===== config.mk =====
export PLATFORM = sky130hd
export DESIGN_NAME = voiced_region_segmenter
export DESIGN_NICKNAME = d
export VERILOG_FILES = /design/src/sv/vrs_pkg.sv /design/src/sv/vrs_in_reg.sv /design/src/sv/vrs_core.sv /design/src/sv/vrs_out_reg.sv /design/src/sv/voiced_region_segmenter.sv
export SDC_FILE = /design/constraint.sdc
export NUM_CORES = 1
export LEC_CHECK = 0
export ABC_AREA = 1
export BUFFER_PORTS_ARGS = -buffer_cell sky130_fd_sc_hd__buf_4
export CAP_MARGIN = 25
export CORE_MARGIN = 2
export CORE_UTILIZATION = 50
export DETAILED_ROUTE_END_ITERATION = 7
export GPL_TIMING_DRIVEN = 0
export HOLD_SLACK_MARGIN = 0.1
export PLACE_DENSITY = 0.66
export REMOVE_ABC_BUFFERS = 1
export SLEW_MARGIN = 20
export SYNTH_ARGS = -nofsm -noshare
export SYNTH_HDL_FRONTEND = slang
export SYNTH_SLANG_ARGS = --single-unit
export TNS_END_PERCENT = 20

===== constraint.sdc =====
create_clock -name clk -period 10.8 [get_ports clk]
set_clock_uncertainty 0.1 [all_clocks]
set_input_delay 1.62 -clock clk [delete_from_list [all_inputs] [get_ports clk]]
set_output_delay 1.62 -clock clk [all_outputs]
set_load 0.03 [all_outputs]

===== src/sv/vrs_pkg.sv =====
`timescale 1ns / 1ps

package vrs_pkg;

	// Sizes
	localparam int FRAME_BITS      = 20;
	localparam int PITCH_FRAC_BITS = 8;
	localparam int PITCH_BITS      = 15;
	localparam int OUT_BITS        = 20;
	localparam int GAP_CMP_BITS    = (FRAME_BITS > 8) ? FRAME_BITS : 8;
	localparam int ALPHA_SHIFT     = 10;

	localparam logic [FRAME_BITS-1:0] FRAME_MAX = {FRAME_BITS{1'b1}};

	// Register reset values
	localparam logic [7:0]  MAX_GAP_RST   = 8'd8;
	localparam logic [14:0] JUMP_THR_RST  = 15'((5 << PITCH_FRAC_BITS) / 2);
	localparam logic [7:0]  JUMP_GAP_RST  = 8'd2;
	localparam logic [10:0] SMOOTHING_RST = 11'd102;

	// Register indexes
	typedef enum logic [1:0] {
		CFG_MAX_GAP   = 2'd0,
		CFG_JUMP_THR  = 2'd1,
		CFG_JUMP_GAP  = 2'd2,
		CFG_SMOOTHING = 2'd3
	} cfg_idx_t;

	// Input commands
	localparam logic CMD_FRAME = 1'b0;
	localparam logic CMD_FLUSH = 1'b1;

	typedef struct packed {
		logic [7:0]  max_gap;
		logic [14:0] jump_threshold;
		logic [7:0]  jump_gap;
		logic [10:0] smoothing;
	} cfg_t;

	typedef struct packed {
		logic        command;
		logic        voiced;
		logic [14:0] pitch;
	} in_t;

	typedef struct packed {
		logic [OUT_BITS-1:0] region_start;
		logic [OUT_BITS-1:0] region_end;
		logic                from_flush;
	} out_t;

endpackage


===== src/sv/vrs_in_reg.sv =====
`timescale 1ns / 1ps

module vrs_in_reg
	import vrs_pkg::*;
(
	input  logic clk,
	input  logic arst_n,
	input  logic in_valid,
	output logic in_ready,
	input  in_t  in_data,
	input  logic take,
	output logic valid_s1,
	output in_t  data_s1
);

	// Holding register; refills in the cycle the core consumes it
	assign in_ready = !valid_s1 || take;

	always_ff @(posedge clk or negedge arst_n) begin
		if (!arst_n) begin
			valid_s1 <= 1'b0;
		end else if (in_ready) begin
			valid_s1 <= in_valid;
		end
	end

	always_ff @(posedge clk) begin
		if (in_ready && in_valid) begin
			data_s1 <= in_data;
		end
	end

endmodule


===== src/sv/vrs_core.sv =====
`timescale 1ns / 1ps

module vrs_core
	import vrs_pkg::*;
(
	input  logic clk,
	input  logic arst_n,
	input  cfg_t cfg,
	input  logic fire,
	input  in_t  item,
	output logic res_valid,
	output out_t res
);

	logic [FRAME_BITS-1:0] frame_q, begin_q, last_q;
	logic                  open_q, lvv_q;
	logic [14:0]           ref_q;

	logic [FRAME_BITS-1:0] frame_d, begin_d, last_d;
	logic                  open_d, lvv_d;
	logic [14:0]           ref_d;

	logic [FRAME_BITS-1:0] gap;
	logic                  gap_long, gap_short, jump_big, split;
	logic signed [15:0]    diff;
	logic [15:0]           abs_diff;
	logic [14:0]           jump;
	logic signed [27:0]    prod;
	logic signed [17:0]    step;
	logic signed [18:0]    ref_sum;
	logic [14:0]           ref_smooth;
	logic [FRAME_BITS-1:0] emit_last;
	logic [FRAME_BITS-1:0] end_val;

	// Region end: one past last, saturating, never below start + 1
	function automatic logic [FRAME_BITS-1:0] region_end_of(
		input logic [FRAME_BITS-1:0] start,
		input logic [FRAME_BITS-1:0] last
	);
		logic [FRAME_BITS-1:0] e;
		e = (last < FRAME_MAX) ? last + 1'b1 : FRAME_MAX;
		if ((start < FRAME_MAX) && (e <= start)) begin
			e = start + 1'b1;
		end
		return e;
	endfunction

	// Gap and pitch jump
	assign gap       = lvv_q ? frame_q - last_q : '0;
	assign gap_long  = GAP_CMP_BITS'(gap) > GAP_CMP_BITS'(cfg.max_gap);
	assign gap_short = GAP_CMP_BITS'(gap) <= GAP_CMP_BITS'(cfg.jump_gap);
	assign diff      = $signed({1'b0, item.pitch}) - $signed({1'b0, ref_q});
	assign abs_diff  = diff[15] ? 16'(-diff) : 16'(diff);
	assign jump      = (ref_q != '0) ? abs_diff[14:0] : '0;
	assign jump_big  = jump > cfg.jump_threshold;
	assign split     = open_q && (gap_long || (jump_big && gap_short));

	// Reference smoothing, floor shift, clamped to the pitch range
	assign prod       = 28'(diff * $signed({1'b0, cfg.smoothing}));
	assign step       = prod[27:ALPHA_SHIFT];
	assign ref_sum    = $signed({4'b0, ref_q}) + 19'(step);
	assign ref_smooth = ref_sum[18] ? '0 : ((ref_sum[17:15] != '0) ? '1 : ref_sum[14:0]);

	assign emit_last = (item.voiced && !lvv_q) ? begin_q : last_q;
	assign end_val   = region_end_of(begin_q, emit_last);

	// Next state and result
	always_comb begin
		frame_d   = (frame_q < FRAME_MAX) ? frame_q + 1'b1 : frame_q;
		begin_d   = begin_q;
		open_d    = open_q;
		last_d    = last_q;
		lvv_d     = lvv_q;
		ref_d     = ref_q;
		res_valid = 1'b0;
		res.region_start = OUT_BITS'(begin_q);
		res.region_end   = OUT_BITS'(end_val);
		res.from_flush   = 1'b0;
		if (item.command == CMD_FLUSH) begin
			res_valid      = open_q && lvv_q && (last_q >= begin_q);
			res.from_flush = 1'b1;
			frame_d = '0;
			begin_d = '0;
			open_d  = 1'b0;
			last_d  = '0;
			lvv_d   = 1'b0;
			ref_d   = '0;
		end else if (item.voiced) begin
			res_valid = split;
			if (split || !open_q) begin
				open_d  = 1'b1;
				begin_d = frame_q;
				ref_d   = item.pitch;
			end else begin
				ref_d = ref_smooth;
			end
			last_d = frame_q;
			lvv_d  = 1'b1;
		end else if (open_q && lvv_q && gap_long) begin
			res_valid = 1'b1;
			open_d    = 1'b0;
			lvv_d     = 1'b0;
			last_d    = '0;
			ref_d     = '0;
		end
	end

	always_ff @(posedge clk or negedge arst_n) begin
		if (!arst_n) begin
			frame_q <= '0;
			begin_q <= '0;
			open_q  <= 1'b0;
			last_q  <= '0;
			lvv_q   <= 1'b0;
			ref_q   <= '0;
		end else if (fire) begin
			frame_q <= frame_d;
			begin_q <= begin_d;
			open_q  <= open_d;
			last_q  <= last_d;
			lvv_q   <= lvv_d;
			ref_q   <= ref_d;
		end
	end

endmodule


===== src/sv/vrs_out_reg.sv =====
`timescale 1ns / 1ps

module vrs_out_reg
	import vrs_pkg::*;
(
	input  logic clk,
	input  logic arst_n,
	input  logic load,
	input  out_t load_data,
	output logic free,
	output logic out_valid,
	input  logic out_ready,
	output out_t out_data
);

	// Result register; a new result may replace one being taken
	assign free = !out_valid || out_ready;

	always_ff @(posedge clk or negedge arst_n) begin
		if (!arst_n) begin
			out_valid <= 1'b0;
		end else if (free) begin
			out_valid <= load;
		end
	end

	always_ff @(posedge clk) begin
		if (free && load) begin
			out_data <= load_data;
		end
	end

endmodule


===== src/sv/voiced_region_segmenter.sv =====
`timescale 1ns / 1ps
// Channel   Signals                        Moves
// input     in_valid / in_ready / in_data  one frame or flush command
// output    out_valid / out_ready / out_data  one closed region
// config    cfg_we / cfg_index / cfg_data  one register write, no wait
//
// One item per cycle sustained while the output is not stalled; an accepted
// input waits in the input register and its result in the result register.
// The state update (compares, one 16x12 multiply, clamp) sits between the
// input register and the result register.
// Reset clears the segmenter state and loads the register defaults.
// A stalled result holds the core at once; the input stalls once the input
// register is also full.

module voiced_region_segmenter
	import vrs_pkg::*;
(
	input  logic        clk,
	input  logic        arst_n,
	input  logic        in_valid,
	output logic        in_ready,
	input  in_t         in_data,
	output logic        out_valid,
	input  logic        out_ready,
	output out_t        out_data,
	input  logic        cfg_we,
	input  logic [1:0]  cfg_index,
	input  logic [14:0] cfg_data
);

	cfg_t cfg_q;
	logic valid_s1;
	in_t  data_s1;
	logic out_free;
	logic fire;
	logic res_valid;
	out_t res;

	// Configuration registers
	always_ff @(posedge clk or negedge arst_n) begin
		if (!arst_n) begin
			cfg_q.max_gap        <= MAX_GAP_RST;
			cfg_q.jump_threshold <= JUMP_THR_RST;
			cfg_q.jump_gap       <= JUMP_GAP_RST;
			cfg_q.smoothing      <= SMOOTHING_RST;
		end else if (cfg_we) begin
			unique case (cfg_idx_t'(cfg_index))
				CFG_MAX_GAP:   cfg_q.max_gap        <= cfg_data[7:0];
				CFG_JUMP_THR:  cfg_q.jump_threshold <= cfg_data;
				CFG_JUMP_GAP:  cfg_q.jump_gap       <= cfg_data[7:0];
				CFG_SMOOTHING: cfg_q.smoothing      <= cfg_data[10:0];
				default:       cfg_q                <= cfg_q;
			endcase
		end
	end

	// Core consumes the held item whenever the result register can take it
	assign fire = valid_s1 && out_free;

	vrs_in_reg u_in (
		.clk      (clk),
		.arst_n   (arst_n),
		.in_valid (in_valid),
		.in_ready (in_ready),
		.in_data  (in_data),
		.take     (fire),
		.valid_s1 (valid_s1),
		.data_s1  (data_s1)
	);

	vrs_core u_core (
		.clk       (clk),
		.arst_n    (arst_n),
		.cfg       (cfg_q),
		.fire      (fire),
		.item      (data_s1),
		.res_valid (res_valid),
		.res       (res)
	);

	vrs_out_reg u_out (
		.clk       (clk),
		.arst_n    (arst_n),
		.load      (fire && res_valid),
		.load_data (res),
		.free      (out_free),
		.out_valid (out_valid),
		.out_ready (out_ready),
		.out_data  (out_data)
	);

endmodule


* After elaboration in Yosys (flattened, before gate mapping)
Index checks and enable logic that the tools add are counted.
** Operators by class
- Equal/unequal tests :: 4
- Magnitude comparators :: 8
- Add/sub/neg operators :: 7
- Multipliers :: 1
- Reductions and logical operators :: 34
- Muxes and demuxes :: 30
** Operator list (count)
- $mux W20 :: 12
- $mux W15 :: 8
- $add A20 B1 Y20 const B :: 3
- $lt A20 B20 Y1 const B :: 3
- $mul A16 B12 Y28 :: 1
- $ge A20 B20 Y1 :: 1
- $gt A20 B8 Y1 :: 1
- $le A20 B20 Y1 :: 1
- $le A20 B8 Y1 :: 1
- $sub A20 B20 Y20 :: 1
- $add A16 B18 Y19 :: 1
- $sub A15 B15 Y16 :: 1
- $gt A15 B15 Y1 :: 1
- $neg A15 Y15 :: 1
- $reduce_bool A15 Y1 :: 1
- $reduce_and A2 Y1 :: 6
- $logic_and A1 B1 Y1 :: 11
- $mux W1 :: 10
- $reduce_and A3 Y1 :: 2
- $reduce_bool A2 Y1 :: 3
- $reduce_bool A3 Y1 :: 2
- $eq A2 B2 Y1 const B :: 2
- $logic_not A1 Y1 :: 4
- $logic_or A1 B1 Y1 :: 4
- 3 further kinds :: 3
** Word-level totals
- Word-level logic and storage cells :: 102
- Input port bits :: 39
- Bits in registers :: 179

* Logic depth before layout (Yosys ltp)
Gate-level depths: netlist of the first run.
- Depth in word-level cells :: 12
- Gate-level depth with buffers :: 55

* Hierarchy
From an unflattened synthesis of the first run, not the netlist that was laid out.
** Second synthesis, totals
- Cells, all modules :: 2725
- Area, all modules :: 20121.8 um^2
** Modules (own cells, without submodules)
- vrs_core :: instances 1, area an instance 16529.6 um^2, cells each 2463
- voiced_region_segmenter :: instances 1, area an instance 1760.4 um^2, cells each 192
- vrs_out_reg :: instances 1, area an instance 1276.2 um^2, cells each 47
- vrs_in_reg :: instances 1, area an instance 555.5 um^2, cells each 23

* Least setup slack after synthesis of the first run
OpenSTA, ideal clock, no wires.
- Path kind :: reg-to-reg
- From :: register u_in.data_s1[0] (netlist name)
- To :: register u_core.ref_q[14]
- Cell stages (with the launch flop) :: 50
- Path buffers :: 2
- Setup time :: 119 ps
- Required time :: 10581 ps
- Data arrival time :: 7750 ps
- Path slack :: 2831 ps
- Cells stage by stage :: edfxtp_1 inv_1 ha_1 inv_1 fa_1 nand3_1 nand2_1 nand3_1 nand2_1 nand2_1 nand2_1 inv_1 clkbuf_1 nand2_1 fa_1 fa_1 inv_1 fa_1 (+14 left out) nand2_1 nand2_1 nand2_1 ha_1 nand2_1 nor4_1 a21oi_1 nor2_1 nand2_1 nand2_1 nand2_1 nor2_4 buf_6 nand2_1 nand2_1 nand2_1 nand3_1 nand2_1
** On the way
- Longest elaborated chain between the ends :: 12
** RTL lines
- $sub A15 B15 Y16 * :: line vrs_core.sv:52 : assign diff = $signed({1'b0, item.pitch}) - $signed({1'b0, ref_q});
- parallel branches: the longest is 8 deep, another holds $mul A16 B12 Y28
- $mux W15 * :: line vrs_core.sv:90 : if (split || !open_q) begin
- $mux W15 * :: line vrs_core.sv:88 : end else if (item.voiced) begin
- $mux W15 * :: line vrs_core.sv:79 : if (item.command == CMD_FLUSH) begin
- end signal: assignment :: line vrs_core.sv:122 : ref_q <= ref_d;
- end: declaration :: line vrs_core.sv:17 : logic [14:0] ref_q;
Every way passes the cells marked *.
A chain may end at the register's enable or synchronous reset.

* Worst setup path after layout of the first run
- From :: register u_in.data_s1[8] (netlist name)
- To :: register u_core.ref_q[14]
** On the way
- Longest elaborated chain between the ends :: 12
** RTL lines (line)
- $sub A15 B15 Y16 * :: vrs_core.sv:52
- parallel branches: the longest is 8 deep, another holds $mul A16 B12 Y28
- $mux W15 * :: vrs_core.sv:90
- $mux W15 * :: vrs_core.sv:88
- $mux W15 * :: vrs_core.sv:79
Marks and branches as above.

==> results of run 1 <==
[area by class of cell]
class,count,area (sq um),share of cell area
clock buffer,20,437,0.0200
clock inverter,12,150,0.00686
inverter,559,2100,0.0960
multi-input combinational,1971,13100,0.598
sequential,179,4780,0.218
tap,525,657,0.0300
timing repair buffer,86,681,0.0311
[cells in the final DEF, fill, tap and decap left out, drive strengths merged, types with 7 or more instances in the layout]
cell,n
o22ai,16
xor2,32
xnor2,23
nor2,190
nor4,13
o21a,8
nand4,55
nor3,35
o21ai,130
inv,558
buf,85
fa,163
nand3,145
clkbuf,21
dfstp,8
a31oi,8
a21oi,115
dfrtp,113
edfxtp,58
clkinv,8
a21o,7
or2,14
ha,182
nand2,808
[metrics by stage]
step	hold WS, ps	utilization
6_report	381	0.549
5_1_grt	401	0.549
3_5_place_dp	364	0.534
2_1_floorplan	347	-
3_3_place_gp	362	0.533
4_1_cts	382	0.549
[cell families after synthesis]
family	after synthesis	synth area share
xor gates and xnor gates	55	0.0241
buffers and inverters	625	0.119
DFF	179	0.236
AOI/OAI and AO/OA	308	0.0838
adders and majority gates	345	0.273
and+or+nand+nor	1263	0.263
[layer usage]
metal / wire length (um) / global-route usage
met1: 24400 / 0.359
met5: 0 / 0
met4: 1040 / 0.0781
met3: 3020 / 0.0402
met2: 22900 / 0.409
[registers in the layout, summed over array words and instances, names as in the netlist]
name             cells
u_in.data_s1        17
u_core.last_q       20
u_core.lvv_q         1
u_core.open_q        1
u_core.frame_q      20
cfg_q               42
u_out.out_valid      1
u_out.out_data      41
u_in.valid_s1        1
u_core.ref_q        15
u_core.begin_q      20
[worst reg2reg max path: cells and delay by family, from the launching register on]
| kind | cells | cell delay (ps) |
|---|---|---|
| fa+ha+maj | 8 | 3770 |
| simple gates | 20 | 2850 |
| compound gates | 7 | 1540 |
| buf+inv | 5 | 810 |
| flops | 1 | 430 |
[how the worst max path moves through the flow]
stage	start	end	slack (ps)	cells after the start
after floorplan	u_core.ref_q[10]	u_core.ref_q[0]	2770	41
after global placement	u_in.data_s1[4]	u_core.ref_q[9]	950	40
after detailed placement	u_in.data_s1[8]	u_core.ref_q[14]	1220	41
after CTS	u_in.data_s1[8]	u_core.ref_q[14]	1230	41
after global routing	u_core.ref_q[4]	u_core.ref_q[8]	340	44
final	u_in.data_s1[8]	u_core.ref_q[14]	1180	40
==> results_dict.tcl, run 1 <==
set metrics [dict create \
    status "complete, no violations" \
    synthTopCellsByArea "fa_1 (16%), nand2_1 (15%), dfrtp_1 (14%)" \
    ys_seq_elements 179 \
    instances_no_fill 3352 \
    drt-vias-per-instance 5.28 \
    wl_per_cell_um 15.3 \
    cpMaxStageDelayCell "inv_1" \
    grt.overflow.total 0 \
    cts.sinks 179 \
    r2r_end "u_core.ref_q[14]" \
    ys_types 59 \
    min_to "u_out.out_data[25]" \
    grt_pass1_wl_um 85100 \
    core_area_sq_um 39800 \
    crit_family "adder cells" \
    synth-seq-area-share 0.236 \
    gp_congestion 0.917 \
    r2r_setup_slack_ps 1180 \
    synth_largest_area_cell "fa_1" \
    timing.final.crit_share 0.891 \
    dp_cells 3317 \
    antenna_found_initial 0 \
    finalSetupViolCount 0 \
    slew_viol_final 0 \
    clockBufferDepth 2 \
    initial_core_util 0.509 \
    ctsResizeCount 0 \
    start_kind "flop" \
    ant_nets 0 \
    cp_data_arrival_time_ps 9890 \
    port_buffers 81 \
    clkLatencyLatePin_ps 490 \
    numCtsBuffers 17 \
    r2r.worst_path.cells 40 \
    grt_usage 0.256 \
    synthArstFlopShare 0.676 \
    layout_min_cycle_time_ps 9620 \
    die_area_sq_um 42200 \
    cts_tree "done" \
    drt_wl_total_um 51400 \
    postCtsSetupBuffers 0 \
    crit_top_cell "nand2_1" \
    first_global_vias 17258 \
    dieWidth_um 205 \
    htreeDepth 4 \
    max_stage_delay_ps 590 \
    root_buffer "clkbuf_16" \
    cap_violations 0 \
    rsz0062_at_grt "no" \
    path_clk_slew_ps 80 \
    end_kind "flop" \
    fin_ws_ps 1180 \
    synth.cell_area_sq_um 20300 \
    min-delay-start "u_core.begin_q[4]" \
    worstHoldPathCells 0 \
    place_ws_ps 1220 \
    min-delay-path-class "flop to flop" \
    cp_max_fo 20 \
    cp_num_buf_inv 5 \
    critPathKind "flop to flop" \
    final_nets 3198 \
    setup_tns_ps 0 \
    syn2layout_area_growth_pct 7.97 \
    hold_viol 0 \
    grt_max_degree 79 \
    die_y_um 205 \
    required_ps 11070 \
    place_area_sq_um 21300 \
    fillCellCount 3928 \
    rr_startpoint "u_in.data_s1[8]" \
    diodes 0 \
    relSlewSlack 0.360 \
    yosysMostFrequentCell "nand2_1" \
    num_rows 73 \
    dr.pass1.iters 5 \
    io_pins 82 \
    synth_warnings 0 \
    drt_iter0_markers 1195 \
    ys_top_cells_by_count "nand2_1 (794), inv_1 (543), ha_1 (182)" \
    synth-edff-count 58 \
    yosys_most_used_dff "dfrtp_1" \
    post-dp-hpwl_um 42100 \
    max_freq_mhz 104 \
    syn_inst 2775 \
    drive_gt1_frac 0.0672 \
    num_vias 17695 \
    tightest_slew_ps 958 \
    drc 0 \
    yosysTopAreaCellShare 0.161 \
    syn_area_per_cell_sq_um 7.30 \
    cts_hold_buf 0 \
    stdcell_area_sq_um 21900 \
]
Power of run 1 is not shown: default switching activity piles up to over one toggle a cycle in this logic, so the estimate is an artifact.
==> inputs of run 2 (changes only) <==
--- a/config.mk
+++ b/config.mk
@@ -6,10 +6,11 @@
 export NUM_CORES = 1
 export LEC_CHECK = 0
 export ABC_AREA = 1
-export BUFFER_PORTS_ARGS = -buffer_cell sky130_fd_sc_hd__buf_4
+export BUFFER_PORTS_ARGS = -buffer_cell sky130_fd_sc_hd__buf_2
 export CAP_MARGIN = 25
 export CORE_MARGIN = 2
 export CORE_UTILIZATION = 50
+export CTS_CLUSTER_DIAMETER = 40
 export DETAILED_ROUTE_END_ITERATION = 7
 export GPL_TIMING_DRIVEN = 0
 export HOLD_SLACK_MARGIN = 0.1
==> run 2 against run 1 <==
Effect of this change:
- maximum frequency fell by 0.61%
- die area did not move
- setup slack got worse by 59 ps
- first-iteration DRC count fell by 6.0%
- largest cell class unchanged
- highest routed layer unchanged
==> results_dict.tcl, run 2 (synthesis gave the netlist of run 1 again) <==
set metrics [dict create \
    layout_common_cells "nand2_1 (794), inv_1 (542), ha_1 (182)" \
    clkLatencyLatePin_ps 480 \
    gp_congestion 0.907 \
    required_ps 11060 \
    cap_violations 0 \
    fillCellCount 3913 \
    hold_viol 0 \
    layout_min_cycle_time_ps 9680 \
    dr.pass1.iters 7 \
    cp_data_arrival_time_ps 9940 \
    timing.final.crit_share 0.896 \
    syn2layout_area_growth_pct 6.85 \
    max_freq_mhz 103 \
    die_y_um 205 \
    numCtsBuffers 17 \
    cts.sinks 179 \
    drive_gt1_frac 0.0665 \
    initial_core_util 0.509 \
    grt_usage 0.259 \
    crit_top_cell "nand2_1" \
    core_area_sq_um 39800 \
    relSlewSlack 0.247 \
    min-delay-path-class "flop to flop" \
    cts_tree "done" \
    drc 0 \
    status "complete, no violations" \
    clockBufferDepth 2 \
    ctsResizeCount 0 \
    crit_family "adder cells" \
    slew_viol_final 0 \
    htreeDepth 4 \
    wl_per_cell_um 15.5 \
    r2r_setup_slack_ps 1120 \
    io_pins 82 \
    postCtsSetupBuffers 0 \
    drt-vias-per-instance 5.26 \
    max_stage_delay_ps 600 \
    grt_max_degree 90 \
    largest_register_ff_count 42 \
    num_vias 17631 \
    num_rows 73 \
    cts_hold_buf 0 \
    cpMaxStageDelayCell "inv_1" \
    die_area_sq_um 42200 \
    end_kind "flop" \
    ant_nets 0 \
    regMostFlops "cfg_q" \
    port_buffers 81 \
    antenna_found_initial 0 \
    final_nets 3196 \
    dieWidth_um 205 \
    grt.overflow.total 0 \
    path_clk_slew_ps 70 \
    post-route-util 0.544 \
    start_kind "flop" \
    cp_num_buf_inv 6 \
    tightest_slew_ps 1130 \
    post-dp-hpwl_um 42200 \
    setup_tns_ps 0 \
    final_common_cell "nand2_1" \
    cp_max_fo 20 \
    diodes 0 \
    reg_top3 "cfg_q: 42 flops, u_out.out_data: 41 flops" \
    root_buffer "clkbuf_16" \
    finalSetupViolCount 0 \
    critPathKind "flop to flop" \
    drt_wl_total_um 51800 \
    drt_iter0_markers 1123 \
    first_global_vias 17624 \
    rsz0062_at_grt "no" \
    grt_pass1_wl_um 86500 \
]
## run 2: per-stage QoR
step	setup slack (ps)	area, sq um	instances	hold WS, ps
global route	207	21700	3350	412
detailed placement	1230	21100	3316	375
finish	1120	21700	3350	387
CTS	1210	21600	3348	392
floorplan	2770	19900	2709	347
global placement	949	21000	3315	369
## run 2: tightest hold or removal path, stage by stage (launching register included)
cell and delay [ps]:
dfrtp_1 340, nand2_1 50, o21ai_0 60
## run 2: final timing paths
kind | startpoint | end | depth (start not counted)
hold reg to reg | cfg_q[25] | cfg_q[25] | 2
max in group asynchronous | arst_n | u_core.ref_q[6] | 2
setup reg to reg | u_in.data_s1[8] | u_core.ref_q[0] | 43
min in group asynchronous | arst_n | cfg_q[39] | 1
setup / recovery | u_in.data_s1[8] | u_core.ref_q[0] | 43
hold / removal | cfg_q[25] | cfg_q[25] | 2
## run 2: per-layer routing
metal	vias to the layer above	share of wire	GRT usage
met2	463	0.45	0.413
met4	0	0.021	0.0786
met3	87	0.053	0.0410
met1	8316	0.48	0.363
li1	8765	-	-
met5	-	0	0
## run 2: cell type report
type,count,area (sq um),share of cell area
clock inverter,11,129,0.00595
tap,525,657,0.0303
inverter,559,2100,0.0970
sequential,179,4780,0.221
multi-input combinational,1971,13100,0.604
timing repair buffer,84,469,0.0217
clock buffer,21,440,0.0203
Power of run 2 is left out for the same reason.
